$ cat src/lr_pkg.sv
// shared constants, types and helpers for the line rasterizer
`timescale 1ns / 1ps
package lr_pkg;

  localparam int COORD_BITS  = 12;
  localparam int DIM_BITS    = 11;
  localparam int DELTA_BITS  = COORD_BITS + 1;
  localparam int ERR_BITS    = COORD_BITS + 4;
  localparam int COLOR_BITS  = 16;
  localparam int CMP_BITS    = (COORD_BITS > DIM_BITS) ? COORD_BITS : DIM_BITS;
  localparam int QUEUE_DEPTH = 4;
  localparam int QPTR_BITS   = $clog2(QUEUE_DEPTH);
  localparam int QCNT_BITS   = QPTR_BITS + 1;
  localparam int CFG_INDEX_BITS = 1;

  localparam logic ACT_START = 1'b0;
  localparam logic ACT_STEP  = 1'b1;

  localparam logic [CFG_INDEX_BITS-1:0] CFG_DISP_WIDTH  = 1'b0;
  localparam logic [CFG_INDEX_BITS-1:0] CFG_DISP_HEIGHT = 1'b1;

  localparam logic [DIM_BITS-1:0] WIDTH_RESET  = DIM_BITS'(160);
  localparam logic [DIM_BITS-1:0] HEIGHT_RESET = DIM_BITS'(128);

  typedef logic signed [COORD_BITS-1:0] coord_t;
  typedef logic        [DELTA_BITS-1:0] delta_t;
  typedef logic signed [ERR_BITS-1:0]   err_t;
  typedef logic        [COLOR_BITS-1:0] color_t;
  typedef logic        [DIM_BITS-1:0]   dim_t;

  // one classified transaction as it sits in the queue
  typedef struct packed {
    logic   step;
    logic   steep;
    coord_t major_pos;
    coord_t major_end;
    coord_t minor_pos;
    logic   minor_neg;
    delta_t delta_major;
    delta_t delta_minor;
    err_t   error_term;
    color_t color;
  } line_cmd_t;

  function automatic logic in_range(coord_t v, dim_t limit);
    logic [CMP_BITS-1:0] a;
    logic [CMP_BITS-1:0] b;
    a = CMP_BITS'($unsigned(v));
    b = CMP_BITS'(limit);
    return !v[COORD_BITS-1] && (a < b);
  endfunction

endpackage

$ cat src/lr_front.sv
// front end: accepts input transactions and works out the line setup
`timescale 1ns / 1ps
module lr_front import lr_pkg::*; (
  input  logic      item_valid,
  output logic      item_stall,
  input  logic      action,
  input  coord_t    start_x,
  input  coord_t    start_y,
  input  coord_t    end_x,
  input  coord_t    end_y,
  input  color_t    draw_color,
  input  logic      queue_full,
  output logic      push,
  output line_cmd_t cmd
);

  logic signed [DELTA_BITS-1:0] dx;
  logic signed [DELTA_BITS-1:0] dy;
  delta_t adx;
  delta_t ady;
  logic   steep;
  logic   swap;
  coord_t maj0;
  coord_t maj1;
  coord_t min0;
  coord_t min1;
  delta_t dmaj;
  delta_t dmin;

  always_comb begin
    dx = {end_x[COORD_BITS-1], end_x} - {start_x[COORD_BITS-1], start_x};
    dy = {end_y[COORD_BITS-1], end_y} - {start_y[COORD_BITS-1], start_y};
    adx = dx[DELTA_BITS-1] ? delta_t'(-dx) : delta_t'(dx);
    ady = dy[DELTA_BITS-1] ? delta_t'(-dy) : delta_t'(dy);
    // ties go to the steep form
    steep = !(ady < adx);
    maj0 = steep ? start_y : start_x;
    maj1 = steep ? end_y   : end_x;
    min0 = steep ? start_x : start_y;
    min1 = steep ? end_x   : end_y;
    // swap decided from the raw endpoints so the compares run in parallel
    swap = steep ? (start_y > end_y) : (start_x > end_x);
    dmaj = steep ? ady : adx;
    dmin = steep ? adx : ady;

    cmd.step        = (action == ACT_STEP);
    cmd.steep       = steep;
    cmd.major_pos   = swap ? maj1 : maj0;
    cmd.major_end   = swap ? maj0 : maj1;
    cmd.minor_pos   = swap ? min1 : min0;
    cmd.minor_neg   = swap ? (min0 < min1) : (min1 < min0);
    cmd.delta_major = dmaj;
    cmd.delta_minor = dmin;
    cmd.error_term  = $signed(ERR_BITS'({dmin, 1'b0})) - $signed(ERR_BITS'(dmaj));
    cmd.color       = draw_color;
  end

  assign item_stall = queue_full;
  assign push       = item_valid && !queue_full;

endmodule

$ cat src/lr_queue.sv
// short command queue between the front end and the stepper
`timescale 1ns / 1ps
module lr_queue import lr_pkg::*; (
  input  logic      clk,
  input  logic      rst,
  input  logic      push,
  input  line_cmd_t push_cmd,
  input  logic      pop,
  output logic      full,
  output logic      not_empty,
  output line_cmd_t head
);

  line_cmd_t entries [QUEUE_DEPTH];
  logic [QPTR_BITS-1:0] wptr;
  logic [QPTR_BITS-1:0] rptr;
  logic [QCNT_BITS-1:0] count;

  assign full      = (count == QCNT_BITS'(QUEUE_DEPTH));
  assign not_empty = (count != '0);
  assign head      = entries[rptr];

  always_ff @(posedge clk) begin
    if (push) begin
      entries[wptr] <= push_cmd;
    end
  end

  always_ff @(posedge clk) begin
    if (rst) begin
      wptr  <= '0;
      rptr  <= '0;
      count <= '0;
    end else begin
      if (push) begin
        wptr <= wptr + QPTR_BITS'(1);
      end
      if (pop) begin
        rptr <= rptr + QPTR_BITS'(1);
      end
      case ({push, pop})
        2'b10:   count <= count + QCNT_BITS'(1);
        2'b01:   count <= count - QCNT_BITS'(1);
        default: count <= count;
      endcase
    end
  end

endmodule

$ cat src/lr_back.sv
// back end: bresenham stepper, screen registers and pixel output register
`timescale 1ns / 1ps
module lr_back import lr_pkg::*; (
  input  logic                      clk,
  input  logic                      rst,
  input  logic                      q_valid,
  input  line_cmd_t                 head,
  output logic                      pop,
  input  logic                      cfg_write,
  input  logic [CFG_INDEX_BITS-1:0] cfg_index,
  input  dim_t                      cfg_data,
  output logic                      pixel_valid,
  input  logic                      pixel_stall,
  output coord_t                    pixel_x,
  output coord_t                    pixel_y,
  output color_t                    pixel_color,
  output logic                      on_screen,
  output logic                      last_pixel
);

  dim_t disp_width;
  dim_t disp_height;

  logic   busy;
  logic   steep;
  coord_t major_pos;
  coord_t major_end;
  coord_t minor_pos;
  logic   minor_neg;
  delta_t delta_major;
  delta_t delta_minor;
  err_t   error_term;
  color_t held_color;

  logic   steep_next;
  coord_t major_pos_next;
  coord_t major_end_next;
  coord_t minor_pos_next;
  logic   minor_neg_next;
  delta_t delta_major_next;
  delta_t delta_minor_next;
  err_t   error_term_next;
  color_t held_color_next;
  logic   busy_next;

  logic   take;
  logic   emit;
  logic   last;
  coord_t px;
  coord_t py;
  err_t   two_min;
  err_t   two_maj;

  always_ff @(posedge clk) begin
    if (rst) begin
      disp_width  <= WIDTH_RESET;
      disp_height <= HEIGHT_RESET;
    end else if (cfg_write) begin
      if (cfg_index == CFG_DISP_WIDTH) begin
        disp_width <= cfg_data;
      end
      if (cfg_index == CFG_DISP_HEIGHT) begin
        disp_height <= cfg_data;
      end
    end
  end

  // output register frees up when empty or being taken this cycle
  assign take = !pixel_valid || !pixel_stall;
  assign pop  = q_valid && take;

  always_comb begin
    steep_next       = steep;
    major_pos_next   = major_pos;
    major_end_next   = major_end;
    minor_pos_next   = minor_pos;
    minor_neg_next   = minor_neg;
    delta_major_next = delta_major;
    delta_minor_next = delta_minor;
    error_term_next  = error_term;
    held_color_next  = held_color;
    emit             = 1'b0;
    two_min = $signed(ERR_BITS'({delta_minor, 1'b0}));
    two_maj = $signed(ERR_BITS'({delta_major, 1'b0}));
    if (!head.step) begin
      steep_next       = head.steep;
      major_pos_next   = head.major_pos;
      major_end_next   = head.major_end;
      minor_pos_next   = head.minor_pos;
      minor_neg_next   = head.minor_neg;
      delta_major_next = head.delta_major;
      delta_minor_next = head.delta_minor;
      error_term_next  = head.error_term;
      held_color_next  = head.color;
      emit             = 1'b1;
    end else if (busy) begin
      if (error_term > 0) begin
        minor_pos_next  = minor_neg ? minor_pos - COORD_BITS'(1)
                                    : minor_pos + COORD_BITS'(1);
        error_term_next = error_term + two_min - two_maj;
      end else begin
        error_term_next = error_term + two_min;
      end
      major_pos_next = major_pos + COORD_BITS'(1);
      emit           = 1'b1;
    end
    // a step while idle is swallowed with no pixel
    last      = !(major_pos_next < major_end_next);
    busy_next = emit ? !last : busy;
    px = steep_next ? minor_pos_next : major_pos_next;
    py = steep_next ? major_pos_next : minor_pos_next;
  end

  always_ff @(posedge clk) begin
    if (pop) begin
      steep       <= steep_next;
      major_pos   <= major_pos_next;
      major_end   <= major_end_next;
      minor_pos   <= minor_pos_next;
      minor_neg   <= minor_neg_next;
      delta_major <= delta_major_next;
      delta_minor <= delta_minor_next;
      error_term  <= error_term_next;
      held_color  <= held_color_next;
    end
    if (pop && emit) begin
      pixel_x     <= px;
      pixel_y     <= py;
      pixel_color <= held_color_next;
      on_screen   <= in_range(px, disp_width) && in_range(py, disp_height);
      last_pixel  <= last;
    end
  end

  always_ff @(posedge clk) begin
    if (rst) begin
      busy        <= 1'b0;
      pixel_valid <= 1'b0;
    end else begin
      if (pop) begin
        busy <= busy_next;
      end
      if (take) begin
        pixel_valid <= pop && emit;
      end
    end
  end

endmodule

$ cat src/line_rasterizer_core.sv
// top level of the bresenham line rasterizer
//
// input channel (item_valid / item_stall): action 0 starts a line from
// start_x/start_y to end_x/end_y in draw_color and yields its first pixel;
// action 1 yields the next pixel of the current line, or nothing when no
// line is in progress. a start during a line drops the old one.
// output channel (pixel_valid / pixel_stall): at most one pixel per transaction with
// its coordinates, colour, an on_screen flag against the display width and
// height registers, and last_pixel on the final point of the line.
// config port: cfg_write with cfg_index 0 sets the display width, 1 sets
// the display height; write only while the block is idle.
// an accepted item goes through the command queue and then through the
// stepper into the output register. throughput is one item per cycle
// while the receiver does not stall. the queue holds four commands, so
// the input keeps taking items for a while after the receiver stalls; the
// output register holds its pixel steady while stalled.
// reset clears the queue, the line-in-progress flag and the output valid, and loads
// the screen size 160 x 128.
`timescale 1ns / 1ps
module line_rasterizer_core import lr_pkg::*; (
  input  logic                      clk,
  input  logic                      rst,
  input  logic                      item_valid,
  output logic                      item_stall,
  input  logic                      action,
  input  coord_t                    start_x,
  input  coord_t                    start_y,
  input  coord_t                    end_x,
  input  coord_t                    end_y,
  input  color_t                    draw_color,
  input  logic                      cfg_write,
  input  logic [CFG_INDEX_BITS-1:0] cfg_index,
  input  dim_t                      cfg_data,
  output logic                      pixel_valid,
  input  logic                      pixel_stall,
  output coord_t                    pixel_x,
  output coord_t                    pixel_y,
  output color_t                    pixel_color,
  output logic                      on_screen,
  output logic                      last_pixel
);

  logic      push;
  logic      pop;
  logic      queue_full;
  logic      queue_valid;
  line_cmd_t push_cmd;
  line_cmd_t head_cmd;

  lr_front u_front (
    .item_valid (item_valid),
    .item_stall (item_stall),
    .action     (action),
    .start_x    (start_x),
    .start_y    (start_y),
    .end_x      (end_x),
    .end_y      (end_y),
    .draw_color (draw_color),
    .queue_full (queue_full),
    .push       (push),
    .cmd        (push_cmd)
  );

  lr_queue u_queue (
    .clk       (clk),
    .rst       (rst),
    .push      (push),
    .push_cmd  (push_cmd),
    .pop       (pop),
    .full      (queue_full),
    .not_empty (queue_valid),
    .head      (head_cmd)
  );

  lr_back u_back (
    .clk         (clk),
    .rst         (rst),
    .q_valid     (queue_valid),
    .head        (head_cmd),
    .pop         (pop),
    .cfg_write   (cfg_write),
    .cfg_index   (cfg_index),
    .cfg_data    (cfg_data),
    .pixel_valid (pixel_valid),
    .pixel_stall (pixel_stall),
    .pixel_x     (pixel_x),
    .pixel_y     (pixel_y),
    .pixel_color (pixel_color),
    .on_screen   (on_screen),
    .last_pixel  (last_pixel)
  );

endmodule

$ cat config.mk
export PLATFORM = sky130hd
export DESIGN_NAME = line_rasterizer_core
export DESIGN_NICKNAME = d
export VERILOG_FILES = /design/src/lr_pkg.sv /design/src/lr_front.sv /design/src/lr_queue.sv /design/src/lr_back.sv /design/src/line_rasterizer_core.sv
export SDC_FILE = /design/constraint.sdc
export NUM_CORES = 1
export LEC_CHECK = 0
export ABC_CLOCK_PERIOD_IN_PS = 8600
export BUFFER_PORTS_ARGS = -buffer_cell sky130_fd_sc_hd__buf_2
export CAP_MARGIN = 20
export CORE_ASPECT_RATIO = 1.25
export CORE_MARGIN = 2
export CORE_UTILIZATION = 40
export CTS_CLUSTER_SIZE = 16
export DETAILED_ROUTE_END_ITERATION = 10
export PLACE_DENSITY = 0.62
export SYNTH_ARGS = -nofsm -noshare
export SYNTH_HDL_FRONTEND = slang
export SYNTH_SLANG_ARGS = --single-unit
$ cat constraint.sdc
create_clock -name clk -period 8.6 [get_ports clk]
set_input_delay 1.72 -clock clk [delete_from_list [all_inputs] [get_ports clk]]
set_output_delay 1.72 -clock clk [all_outputs]
set_load 0.01 [all_outputs]
# ---- Yosys cells after proc, flatten, opt, wreduce, memory -nomap -nowiden
# Memories as Yosys holds them, arrays and structs flattened. A register that Yosys moved wholly into a read port is not among the register bits.
# Index checks and enable logic that the tools add are counted.
dict set report classes {
  add_sub_neg 14
  order_cmp 9
  n_eq_ne 4
  n_mux 34
  n_bitwise 2
  reduce_logical 21
}
# operator count
set op_table {}
lappend op_table {{$mux W12} 16}
lappend op_table {{$mux W16} 4}
lappend op_table {{$mux W13} 4}
lappend op_table {{$lt A12 B12 Y1} 3}
lappend op_table {{$neg A13 Y13} 2}
lappend op_table {{$sub A12 B12 Y13} 2}
lappend op_table {{$add A12 B2 Y12 const B} 2}
lappend op_table {{$gt A12 B12 Y1} 2}
lappend op_table {{$lt A12 B11 Y1} 2}
lappend op_table {{$add A16 B15 Y16} 1}
lappend op_table {{$gt A16 B1 Y1 const B} 1}
lappend op_table {{$sub A16 B15 Y16} 1}
lappend op_table {{$sub A14 B13 Y15} 1}
lappend op_table {{$lt A13 B13 Y1} 1}
lappend op_table {{$sub A12 B2 Y12 const B} 1}
lappend op_table {{$reduce_and A2 Y1} 5}
lappend op_table {{$logic_not A1 Y1} 7}
lappend op_table {{$mux W1} 7}
lappend op_table {{$logic_and A1 B1 Y1} 6}
lappend op_table {{$pmux W3 S2} 1}
lappend op_table {{$add A2 B1 Y2 const B} 2}
lappend op_table {{$mux W2} 2}
lappend op_table {{$add A3 B1 Y3 const B} 1}
lappend op_table {{$eq A3 B3 Y1 const B} 1}
lappend op_table {{other kinds (8)} 9}
dict set report totals {
  ff_bits 169
  ram_bits 388
  out_inout_bits 44
  word_cells 106
  n_memories 1
}
# memory depth word_bits read_ports rd_ports_with_merged_regs wr line_no
set memory_table {}
lappend memory_table {u_queue.entries 4 97 1 1 1 lr_queue.sv:14} ;# line_cmd_t entries [QUEUE_DEPTH];

# ---- Logic depth before layout (Yosys ltp)
# Gate-level depths: netlist (run 1).
dict set report logic_depth {
  depth_word 9
  mapped_depth 40
  ltp_nobuf 38
}

# ---- Hierarchy
# Synthesis (run 1) repeated with hierarchy kept, for this count alone.
dict set report unflattened {
  cells_unflattened 2047
  hier_area_um2 28179.5
}
# module n_inst cells_each area_each_um2 seq_area_each_um2
set by_module_without_submodules {}
lappend by_module_without_submodules {lr_queue 1 554 14420.1 11831.3}
lappend by_module_without_submodules {lr_back 1 858 9103.7 4624.4}
lappend by_module_without_submodules {lr_front 1 635 4655.7 0.0}

# ---- Least setup slack after synthesis (run 1)
# No wires, ideal clock.
dict set report synth_timing {
  path_kind {input to register}
  start {in end_y[0]}
  end {mem u_queue.entries[0][31] in the netlist's numbering, data pin}
  setup_ns 0.217
  t_arrival_ns 8.920
  t_required_ns 8.383
  path_slack_ns -0.536
  stages 40
  path_buffers 3
  cell_sequence {inv_1 > ha_1 > fa_1 > nor2b_1 > o2111ai_1 > nand3_1 > and4_1 > o31a_1 > clkbuf_1 > nor2_1 > xnor2_1 > ha_1 > a21oi_1 > o21ai_0 > a21oi_1 > nor2_1 > a2111oi_0 > o21bai_1 > [... 4 more ...] > clkbuf_1 > clkbuf_1 > a21oi_1 > ha_1 > nor2b_1 > o21ai_0 > nand2b_1 > and2_1 > o21ai_0 > nand2b_1 > and2_1 > o21ai_0 > nand2_1 > a21o_1 > a21o_1 > a21o_1 > a21o_1 > a211oi_1}
}
# item line_no
set synth_rtl {}
lappend synth_rtl {{from (decl)} line_rasterizer_core.sv:29} ;# input coord_t end_y,
lappend synth_rtl {{to (decl)} lr_queue.sv:14}

==> out/metrics.cfg, run 1 <==
[outcome]
status=finished clean

[logic_synthesis]
synth_edf_count=518
synth.top_cell.area_share_pct=57.2
synth_seq_area_share_pct=59.7
synth-xor-area-share_pct=3.03
synth-simple-area-share_pct=7.01
syn_nets=2226
syn_area_mm2=0.0272
synth_adder_area_share_pct=6.81
avgSynthCellArea_um2=13.6
yosys-top-cells-area=edfxtp_1, mux4_2, ha_1, mux2i_1, nand2_1
yosys_warnings=0
synth.mux.area_fraction_pct=12.4
synth_top_cell_by_area=edfxtp_1
synth_top_family_by_area=multiplexers
synth_compound_area_share_pct=8.03
synthCells=2002
async_reset_ff_share_pct=0
synth.distinct_cells=69
yosys_register_bits=551
synthFlopType=edfxtp_1

[global_routing]
grt.overflow.total=0
grt_max_degree=90
antenna_found_initial=4
first_global_vias=17300
grt_usage_pct=18.2
grt_pass1_wl_mm=98.5

[layout]
area_growth_pct=16.2
layout_commonest_cell=edfxtp_1
fill_cells=5849
mostFrequentLayoutCells=edfxtp_1, nand2_1, inv_1, buf_4, ha_1
seqCellArea_mm2=0.0162
multiInputGateArea_mm2=0.0102
layout-drive-gt1-share_pct=21.1
final_cells=3156
layout.nets=2471

[clock_tree]
ctsHoldBuffers=0
cts.htree.levels=2
cts_num_sinks=551
cts.clk_slew.worst_paths_ns=0.06
cts_buffer_depth=3
numCtsBuffers=52
clk-insertion-delay-late_ns=0.60
cts_tree=yes
ctsRootBufferMaster=clkbuf_16

[worst_hold_path]
hp-class=reg -> reg
min_delay_path_depth=2
min_from=u_back.disp_width[6]
hold_end=u_back.disp_width[6]

[floorplan]
initial_core_util_pct=40.5
core-area_mm2=0.0671
num_rows=106
die_h_um=295
die_w_um=237
io_pins=126
die_area_mm2=0.0701

[pwr]
leakage_uw=0.0120
ir_drop_v=0.000211
power.density_mw_per_mm2=462

[route]
drc=0
drt_iter0_markers=1040
viasPerCell=5.30
first_pass_iters=5
vias=16700
detail-route-antenna-nets=0
wl_per_cell_um=20.1
wirelength_mm=63.3

[worst_setup_path]
crit_path_end_kind=flop
slowest_delay_ns=0.41
critPathArrivalTime_ns=8.50
r2r_slack_ns=3.40
crit_slowest_cell=fa_1
r2r-end=u_back.on_screen
r2r_cells=16
start_kind=input pin
path_delay_family=compound AO/OA/AOI/OAI gates
crit_required_ns=8.92
cp_num_buf_inv=3
crit_fanout=8
critPathKind=in -> reg

[sta]
setup_viol=0
slew_headroom_pct=29.6
tightest_slew_ns=1.05
setup_tns_ns=0
min_period_ns=8.18
hold_violations=0
max_freq_mhz=122
setup_ws_ns=0.420
clock_skew_ns=0.0192
slew_viol_final=0
whs_ns=0.455
timing.final.crit_share_pct=95.1

[placement]
portBuffers=125
dp_hpwl_mm=45.1
pre_cts_ws_ns=-0.282
place.gp.congestion=0.888
dp_cells=3056

[flow_run]
max_cap_violations=0

-- cells by family (layout without fill, tap and decap cells) --
| logic type | after synthesis | count (layout) |
|---|---|---|
| adder cells (fa/ha/maj) | 144 | 144 |
| XOR/XNOR | 94 | 94 |
| AO/OA/AOI/OAI | 350 | 350 |
| multiplexers | 217 | 217 |
| other | 0 | 3 |
| buffers and inverters | 216 | 503 |
| AND/OR/NAND/NOR | 430 | 430 |
| flip-flops | 551 | 551 |
-- synth_stat cells, types with 4 or more instances --
master / instances
a2111oi_0: 4
or2_2: 7
a21oi_1: 125
o21ai_0: 79
nand3b_1: 5
nand3_1: 17
nand2b_1: 17
dfxtp_1: 33
inv_1: 142
a31oi_1: 11
nor3_1: 18
a211oi_1: 6
nand2_1: 193
xnor2_1: 54
o21bai_1: 19
a211o_1: 6
ha_1: 135
edfxtp_1: 518
o2111ai_1: 4
xor2_1: 40
o31a_1: 4
nor4_1: 5
and2_1: 13
o21a_1: 23
a21o_1: 27
nand4_1: 8
a21boi_0: 6
o31ai_1: 5
and3_1: 7
o211ai_1: 5
nor2b_1: 15
buf_2: 8
buf_1: 11
mux2i_1: 108
mux4_2: 94
mux2_2: 15
clkbuf_1: 51
nor2_1: 113
fa_1: 7
-- registers in the layout (all words and copies together), names as in the netlist, named ones only --
signal              count
u_queue.count           3
u_back.last_pixel       1
u_back.minor_neg        1
u_back.pixel_x         12
u_queue.rptr            2
u_back.disp_height     11
u_back.pixel_y         12
u_back.on_screen        1
u_back.minor_pos       12
u_queue.entries       380
u_back.major_end       12
u_back.held_color      16
u_back.major_pos       12
u_back.disp_width      11
u_back.delta_minor     13
u_back.pixel_color     16
u_back.busy             1
u_queue.wptr            2
u_back.pixel_valid      1
u_back.steep            1
u_back.error_term      16
u_back.delta_major     13
-- stage by stage --
step / instance area [um^2] / total power (uW) / utilization, %
floorplan: 27200 / 9830 / -
global placement: 29800 / 12000 / 44.3
detailed placement: 29800 / 12300 / 44.3
CTS: 31500 / 14700 / 47.0
global route: 31600 / 15600 / 47.0
finish: 31600 / 14600 / 47.0
-- report_power, final --
group          internal (uW)  switching [uW]
combinational           3020            4280
sequential              4600             324
clock                   1370             998
-- how the worst max path moves through the flow --
stage / startpoint / cells after the start / end
after CTS: start_y[0] / 38 / u_queue.entries[0][31]
final: start_y[0] / 38 / u_queue.entries[2][28]
after detailed placement: start_y[0] / 38 / u_queue.entries[2][31]
after global placement: end_y[0] / 39 / u_queue.entries[0][28]
after global routing: end_y[0] / 39 / u_queue.entries[0][31]
after floorplan: end_y[0] / 40 / u_queue.entries[0][28]
-- metal layers --
metal  global-route usage, %  wire length [um]  vias to the layer above
li1                        -                 -                     7970
met1                    23.5             27400                     8269
met2                    31.9             31600                      390
met3                    2.18              2640                       87
met4                    5.68              1720                        0
met5                       0                 0                        -
-- area by class of cell --
type                            count  share of cell area [%]
Sequential cell                   551                    51.4
Multi-Input combinational cell   1235                    32.4
Timing Repair Buffer              264                    5.45
Clock buffer                       64                    4.30
Tap cell                          864                    3.42
Inverter                          143                    1.70
Clock inverter                     32                    1.34
Antenna cell                        3                  0.0238
-- worst min-delay path, cell delays in order (launching register included) --
cell	delay (ns)
dfxtp_1	0.31
nand2_1	0.05
a21oi_1	0.05
-- repair_timing --
item / CTS / global route
resized for setup: 0 / 5
buffers inserted: 0 / 1
setup endpoints to repair: 0 / 16
No activity file was read; power rests on OpenSTA's default activity.
==> inputs of run 2 (changes only) <==
RECOVER_POWER = 100   (was unset)
==> run 2 against run 1 <==
The run now ends with max-capacitance violations, max-slew violations left. First-iteration DRC count down 6.2%. Flip-flop and latch count unchanged. Worst setup slack improved by 0.021 ns. Design area decreased by 0.43%. Cell count is the same. Die area stayed put. Maximum frequency up 0.25%. Sequential power up 1%. Global-route usage did not move. Register-to-register slack worse by 2.2 ns. Utilization shrank 0.20 points. Total power down 0.23%. Highest routed layer is now met5.
==> out/metrics.cfg, run 2 (same netlist as run 1, synthesis figures left out) <==
[floorplan]
initial_core_util_pct=40.5  ; unchanged
core-area_mm2=0.0671  ; unchanged
die_w_um=237  ; unchanged
die_area_mm2=0.0701  ; unchanged
io_pins=126  ; unchanged
num_rows=106  ; unchanged
die_h_um=295  ; unchanged

[layout]
post-route-util_pct=46.8  ; -0.20 points
seqCellArea_mm2=0.0162  ; about the same
top_register=u_queue.entries
layout.nets=2471  ; unchanged
multiInputGateArea_mm2=0.0102  ; -0.21%
mostFrequentLayoutCells=edfxtp_1, nand2_1, inv_1, ha_1, buf_4
layout-drive-gt1-share_pct=17.3  ; -3.8 points
largest_register_ffs=380  ; unchanged
final_cells=3156  ; unchanged
fill_cells=5877  ; +0.48%
area_growth_pct=15.7
layout_commonest_cell=edfxtp_1
final_cell_area_mm2=0.0314  ; -0.43%

[placement]
portBuffers=125  ; unchanged
dpl-instance-area_mm2=0.0298  ; unchanged
dp_hpwl_mm=45.1  ; unchanged
dp_cells=3056  ; unchanged
place.gp.congestion=0.888  ; unchanged

[global_routing]
antenna_found_initial=4  ; unchanged
grt_max_degree=90  ; unchanged
first_global_vias=17300  ; unchanged
grt_usage_pct=18.2  ; unchanged
grt_pass1_wl_mm=98.5  ; unchanged
grt.overflow.total=0  ; unchanged

[sta]
setup_viol=0  ; unchanged
tightest_slew_ns=4.26  ; +3.21 ns
slew_headroom_pct=-184  ; -210 points
hold_violations=0  ; unchanged
min_period_ns=8.16  ; -0.0207 ns
whs_ns=0.455  ; -0.000217 ns
setup_tns_ns=0  ; unchanged
slew_viol_final=402  ; +402
max_freq_mhz=123  ; +0.25%
clock_skew_ns=0.0194  ; +0.000208 ns
timing.final.crit_share_pct=94.9  ; -0.24 points

[worst_setup_path]
critPathKind=in -> reg
crit_path_start=start_y[0]
crit_fanout=8  ; unchanged
crit_required_ns=8.92  ; about the same
r2r-end=u_back.on_screen
crit_path_end_kind=flop
slowest_delay_ns=0.41  ; about the same
crit_slowest_cell=fa_1
r2r_cells=16  ; unchanged
start_kind=input pin
r2r_slack_ns=1.20  ; -2.20 ns
critPathArrivalTime_ns=8.48  ; -0.02 ns

[clock_tree]
cts_tree=yes
clk-insertion-delay-late_ns=0.60  ; about the same
cts.clk_slew.worst_paths_ns=0.06  ; about the same
ctsHoldBuffers=0  ; unchanged
ctsRootBufferMaster=clkbuf_16
numCtsBuffers=52  ; unchanged
cts_num_sinks=551  ; unchanged
cts.htree.levels=2  ; unchanged
cts_buffer_depth=3  ; unchanged

[route]
wl_per_cell_um=20.1  ; about the same
viasPerCell=5.29  ; about the same
detail-route-antenna-nets=0  ; unchanged
vias=16700  ; -0.042%
drc=0  ; unchanged
wirelength_mm=63.3  ; about the same
drt_iter0_markers=976  ; -6.2%
first_pass_iters=5  ; unchanged

[outcome]
status=complete, but fails checks
violations=max-capacitance violations, max-slew violations

[flow_run]
max_cap_violations=9  ; +9

[worst_hold_path]
hp-class=reg -> reg
min_from=u_back.disp_width[6]
hold_end=u_back.disp_width[6]
min_delay_path_depth=2  ; unchanged

[pwr]
leakage_uw=0.0118  ; -1.8%
ir_drop_v=0.000210  ; -0.32%
power.density_mw_per_mm2=463  ; +0.20%

[run 2: cell types whose count changed in the layout (fill, tap and decap cells not counted), sizes merged]
cell and delta:
clkbuf +72, buf -72
[run 2: cell type report]
type / count / area share (%)
Sequential cell: 551 / 51.6
Antenna cell: 3 / 0.0239
Timing Repair Buffer: 264 / 5.12
Clock inverter: 32 / 1.35
Clock buffer: 64 / 4.31
Tap cell: 864 / 3.44
Multi-Input combinational cell: 1235 / 32.5
Inverter: 143 / 1.71
[run 2: timing repair]
item / in CTS / in global routing
hold endpoints to repair: 0 / 0
endpoints found under the setup margin: 0 / 16
buffers inserted: 0 / 1
gates resized for setup: 0 / 5
[run 2: routing by layer]
layer | global-route usage, % | vias up | share of wire [%]
li1 | - | 7972 | -
met1 | 23.5 | 8254 | 43
met3 | 2.18 | 87 | 4.3
met5 | 0 | - | 0.019
met2 | 31.9 | 394 | 50
met4 | 5.68 | 2 | 2.7
[run 2: how the worst max path moves through the flow]
stage / endpoint / slack (ns) / cells past startpoint
2_1_floorplan: u_queue.entries[0][28] / 0.02 / 40
3_3_place_gp: u_queue.entries[0][28] / -0.12 / 39
3_5_place_dp: u_queue.entries[2][31] / -0.28 / 38
4_1_cts: u_queue.entries[0][31] / 0.33 / 38
5_1_grt: u_queue.entries[0][31] / -0.03 / 39
6_report: u_queue.entries[2][28] / 0.44 / 38
[run 2: per-stage QoR]
| step | total power (uW) | worst slack, ns |
|---|---|---|
| 2_1_floorplan | 9830 | 0.0216 |
| 3_3_place_gp | 12000 | -0.124 |
| 3_5_place_dp | 12300 | -0.282 |
| 4_1_cts | 14700 | 0.329 |
| 5_1_grt | 15600 | -0.0302 |
| 6_report | 14600 | 0.441 |
[run 2: worst max-delay path, delay by kind of cell]
family,cells,cell delay (ns)
fa+ha+maj,6,1.79
compound gates,13,2.24
simple gates,13,1.77
buf+inv,3,0.41
xor+xnor,2,0.40
mux,1,0.15
[run 2: power by group]
group	internal, uW	switching, uW
sequential	4640	328
clock	1370	997
combinational	2950	4270
==> inputs of run 3 (changes only) <==
GPL_TIMING_DRIVEN = 0   (was unset)
MAX_ROUTING_LAYER = met4   (was unset)
==> run 3 against run 2 <==
Non-clock buffer count fell by 28. Sequential power fell by 2%. Via count rose by 1.7%. Critical path type unchanged. Critical path depth fell by 1. Largest power group unchanged. Clock-buffer cell count fell by 4. The run still ends with max-capacitance violations, max-slew violations left. Design area fell by 0.92%. Hold slack improved by 0.0058 ns. Flip-flop and latch count did not move. Total power fell by 0.21%. Highest routed layer is now met4. First-iteration DRC count rose by 12%.
==> out/metrics.cfg, run 3 (same netlist as run 1, synthesis figures left out) <==
[clock_tree]
cts_tree=yes
cts.htree.levels=2  ; unchanged
cts.clk_slew.worst_paths_ns=0.06  ; about the same
cts_buffer_depth=3  ; unchanged
ctsHoldBuffers=0  ; unchanged
numCtsBuffers=51  ; -1.9%
clk-insertion-delay-late_ns=0.59  ; about the same
ctsRootBufferMaster=clkbuf_16
cts_num_sinks=551  ; unchanged

[pwr]
leakage_uw=0.0115  ; -3.0%
power.density_mw_per_mm2=466  ; +0.72%
ir_drop_v=0.000208  ; -1.2%

[worst_setup_path]
crit_fanout=7  ; -1
critPathArrivalTime_ns=8.64  ; +0.16 ns
r2r_cells=7  ; -9
critPathKind=in -> reg
start_kind=input pin
crit_slowest_cell=o41a_1
crit_required_ns=8.99  ; +0.07 ns
r2r_slack_ns=1.64  ; +0.44 ns
crit_path_end_kind=flop
slowest_delay_ns=0.45  ; +0.04 ns
cp_num_buf_inv=6  ; +3
r2r-end=u_queue.entries[1][42]
crit_top_cell=a21o_1
worstReg2RegStart=u_queue.count[1]
path_delay_family=compound AO/OA/AOI/OAI gates

[sta]
timing.final.crit_share_pct=96.0  ; +1.1 points
setup_ws_ns=0.346  ; -0.0954 ns
hold_violations=0  ; unchanged
slew_viol_final=468  ; +16%
tightest_slew_ns=3.69  ; -0.569 ns
min_period_ns=8.25  ; +0.0954 ns
slew_headroom_pct=-146  ; +38 points
setup_tns_ns=0  ; unchanged
setup_viol=0  ; unchanged
max_freq_mhz=121  ; -1.2%
clock_skew_ns=0.0284  ; +0.00894 ns

[global_routing]
grt.overflow.total=0  ; unchanged
grt_max_degree=54  ; -40%
grt_usage_pct=20.0  ; +1.9 points
first_global_vias=17500  ; +1.3%
grt_pass1_wl_mm=104  ; +5.2%
antenna_found_initial=0  ; -4

[placement]
place.gp.congestion=0.942  ; +6.1%
pre_cts_ws_ns=-1.79  ; -1.51 ns
dp_hpwl_mm=49.9  ; +10%
dpl-instance-area_mm2=0.0292  ; -1.9%
portBuffers=125  ; unchanged

[route]
drc=0  ; unchanged
detail-route-antenna-nets=0  ; unchanged
wirelength_mm=68.1  ; +7.5%
drt_iter0_markers=1097  ; +12%
first_pass_iters=5  ; unchanged
vias=17000  ; +1.7%
wl_per_cell_um=21.8  ; +8.7%
viasPerCell=5.44  ; +2.8%

[worst_hold_path]
hp-class=reg -> reg
min_from=u_back.disp_height[4]
hold_end=u_back.disp_height[4]
min_delay_path_depth=2  ; unchanged

[floorplan]
num_rows=106  ; unchanged
io_pins=126  ; unchanged
die_area_mm2=0.0701  ; unchanged
core-area_mm2=0.0671  ; unchanged
die_w_um=237  ; unchanged
initial_core_util_pct=40.5  ; unchanged
die_h_um=295  ; unchanged

[outcome]
violations=max-capacitance violations, max-slew violations
status=complete, but fails checks

[layout]
area_growth_pct=14.6
largest_register_ffs=380  ; unchanged
layout_commonest_cell=edfxtp_1
final_cell_area_mm2=0.0311  ; -0.92%
layout-drive-gt1-share_pct=15.5  ; -1.9 points
mostFrequentLayoutCells=edfxtp_1, nand2_1, inv_1, clkbuf_1, ha_1
top_register=u_queue.entries
post-route-util_pct=46.4  ; -0.43 points
diodes=0  ; -3
layout.nets=2442  ; -1.2%

[flow_run]
max_cap_violations=13  ; +4

==> run 3: changes by cell type in the layout (fill, tap and decap cells not counted), sizes merged <==
cell	previous run	this run
buf	192	104
clkinvlp	1	4
inv	145	144
clkbuf	136	192
clkinv	21	23
bufinv	8	6
diode	3	0
==> run 3: worst reg2reg max path, stage by stage, from the launching register on <==
cell,delay [ns]
dfxtp_1,0.36
inv_1,0.08
and3_1,0.20
nor2b_1,0.11
clkbuf_1,0.29
and2_0,1.79
clkbuf_1,1.55
clkbuf_1,2.09
==> run 3: worst max path at each step <==
| stage | start | end | depth (start not counted) |
|---|---|---|---|
| global placement | end_y[0] | u_queue.entries[0][28] | 40 |
| floorplan | end_y[0] | u_queue.entries[0][28] | 40 |
| finish | start_x[4] | u_queue.entries[3][31] | 37 |
| detailed placement | end_y[0] | u_queue.entries[1][28] | 40 |
| CTS | start_y[1] | u_queue.entries[3][31] | 38 |
| global route | start_x[3] | u_queue.entries[3][31] | 35 |
==> run 3: timing repair <==
item | 4_1_cts | 5_1_grt
buffers inserted | 12 | 17
pin swaps | 15 | 31
gates resized for setup | 36 | 49
setup endpoints to repair | 40 | 32
==> run 3: area by class of cell <==
cell class / count / area, um^2
buffer: 71 / 342
clock inverter: 34 / 347
tap: 864 / 1080
timing repair buffer: 165 / 831
inverter: 143 / 539
multi-input combinational: 1235 / 10500
sequential: 551 / 16200
clock buffer: 60 / 1330
fill: 5983 / 36000
==> run 3: layer usage <==
| metal | GRT usage (%) | share of wire [%] |
|---|---|---|
| met5 | - | 0 |
| met4 | 5.83 | 2.8 |
| met3 | 1.98 | 4.0 |
| met2 | 35.0 | 51 |
| met1 | 24.7 | 43 |
==> run 3: per-stage QoR <==
step           std cells  power [uW]  hold WS (ns)
2_1_floorplan       2002        9830         0.436
3_5_place_dp        3001       12100         0.450
4_1_cts             3105       14500         0.459
3_3_place_gp        2991       11800         0.446
6_report            3123       14500         0.461
5_1_grt             3123       15500         0.479
==> run 3: power by group <==
group | internal [uW] | switching (uW) | total, uW | leakage [uW]
Combinational | 2840 | 4530 | 7370 | 0.00559
Sequential | 4620 | 251 | 4870 | 0.00505
Clock | 1290 | 988 | 2280 | 0.000811
Total | 8760 | 5770 | 14500 | 0.0115
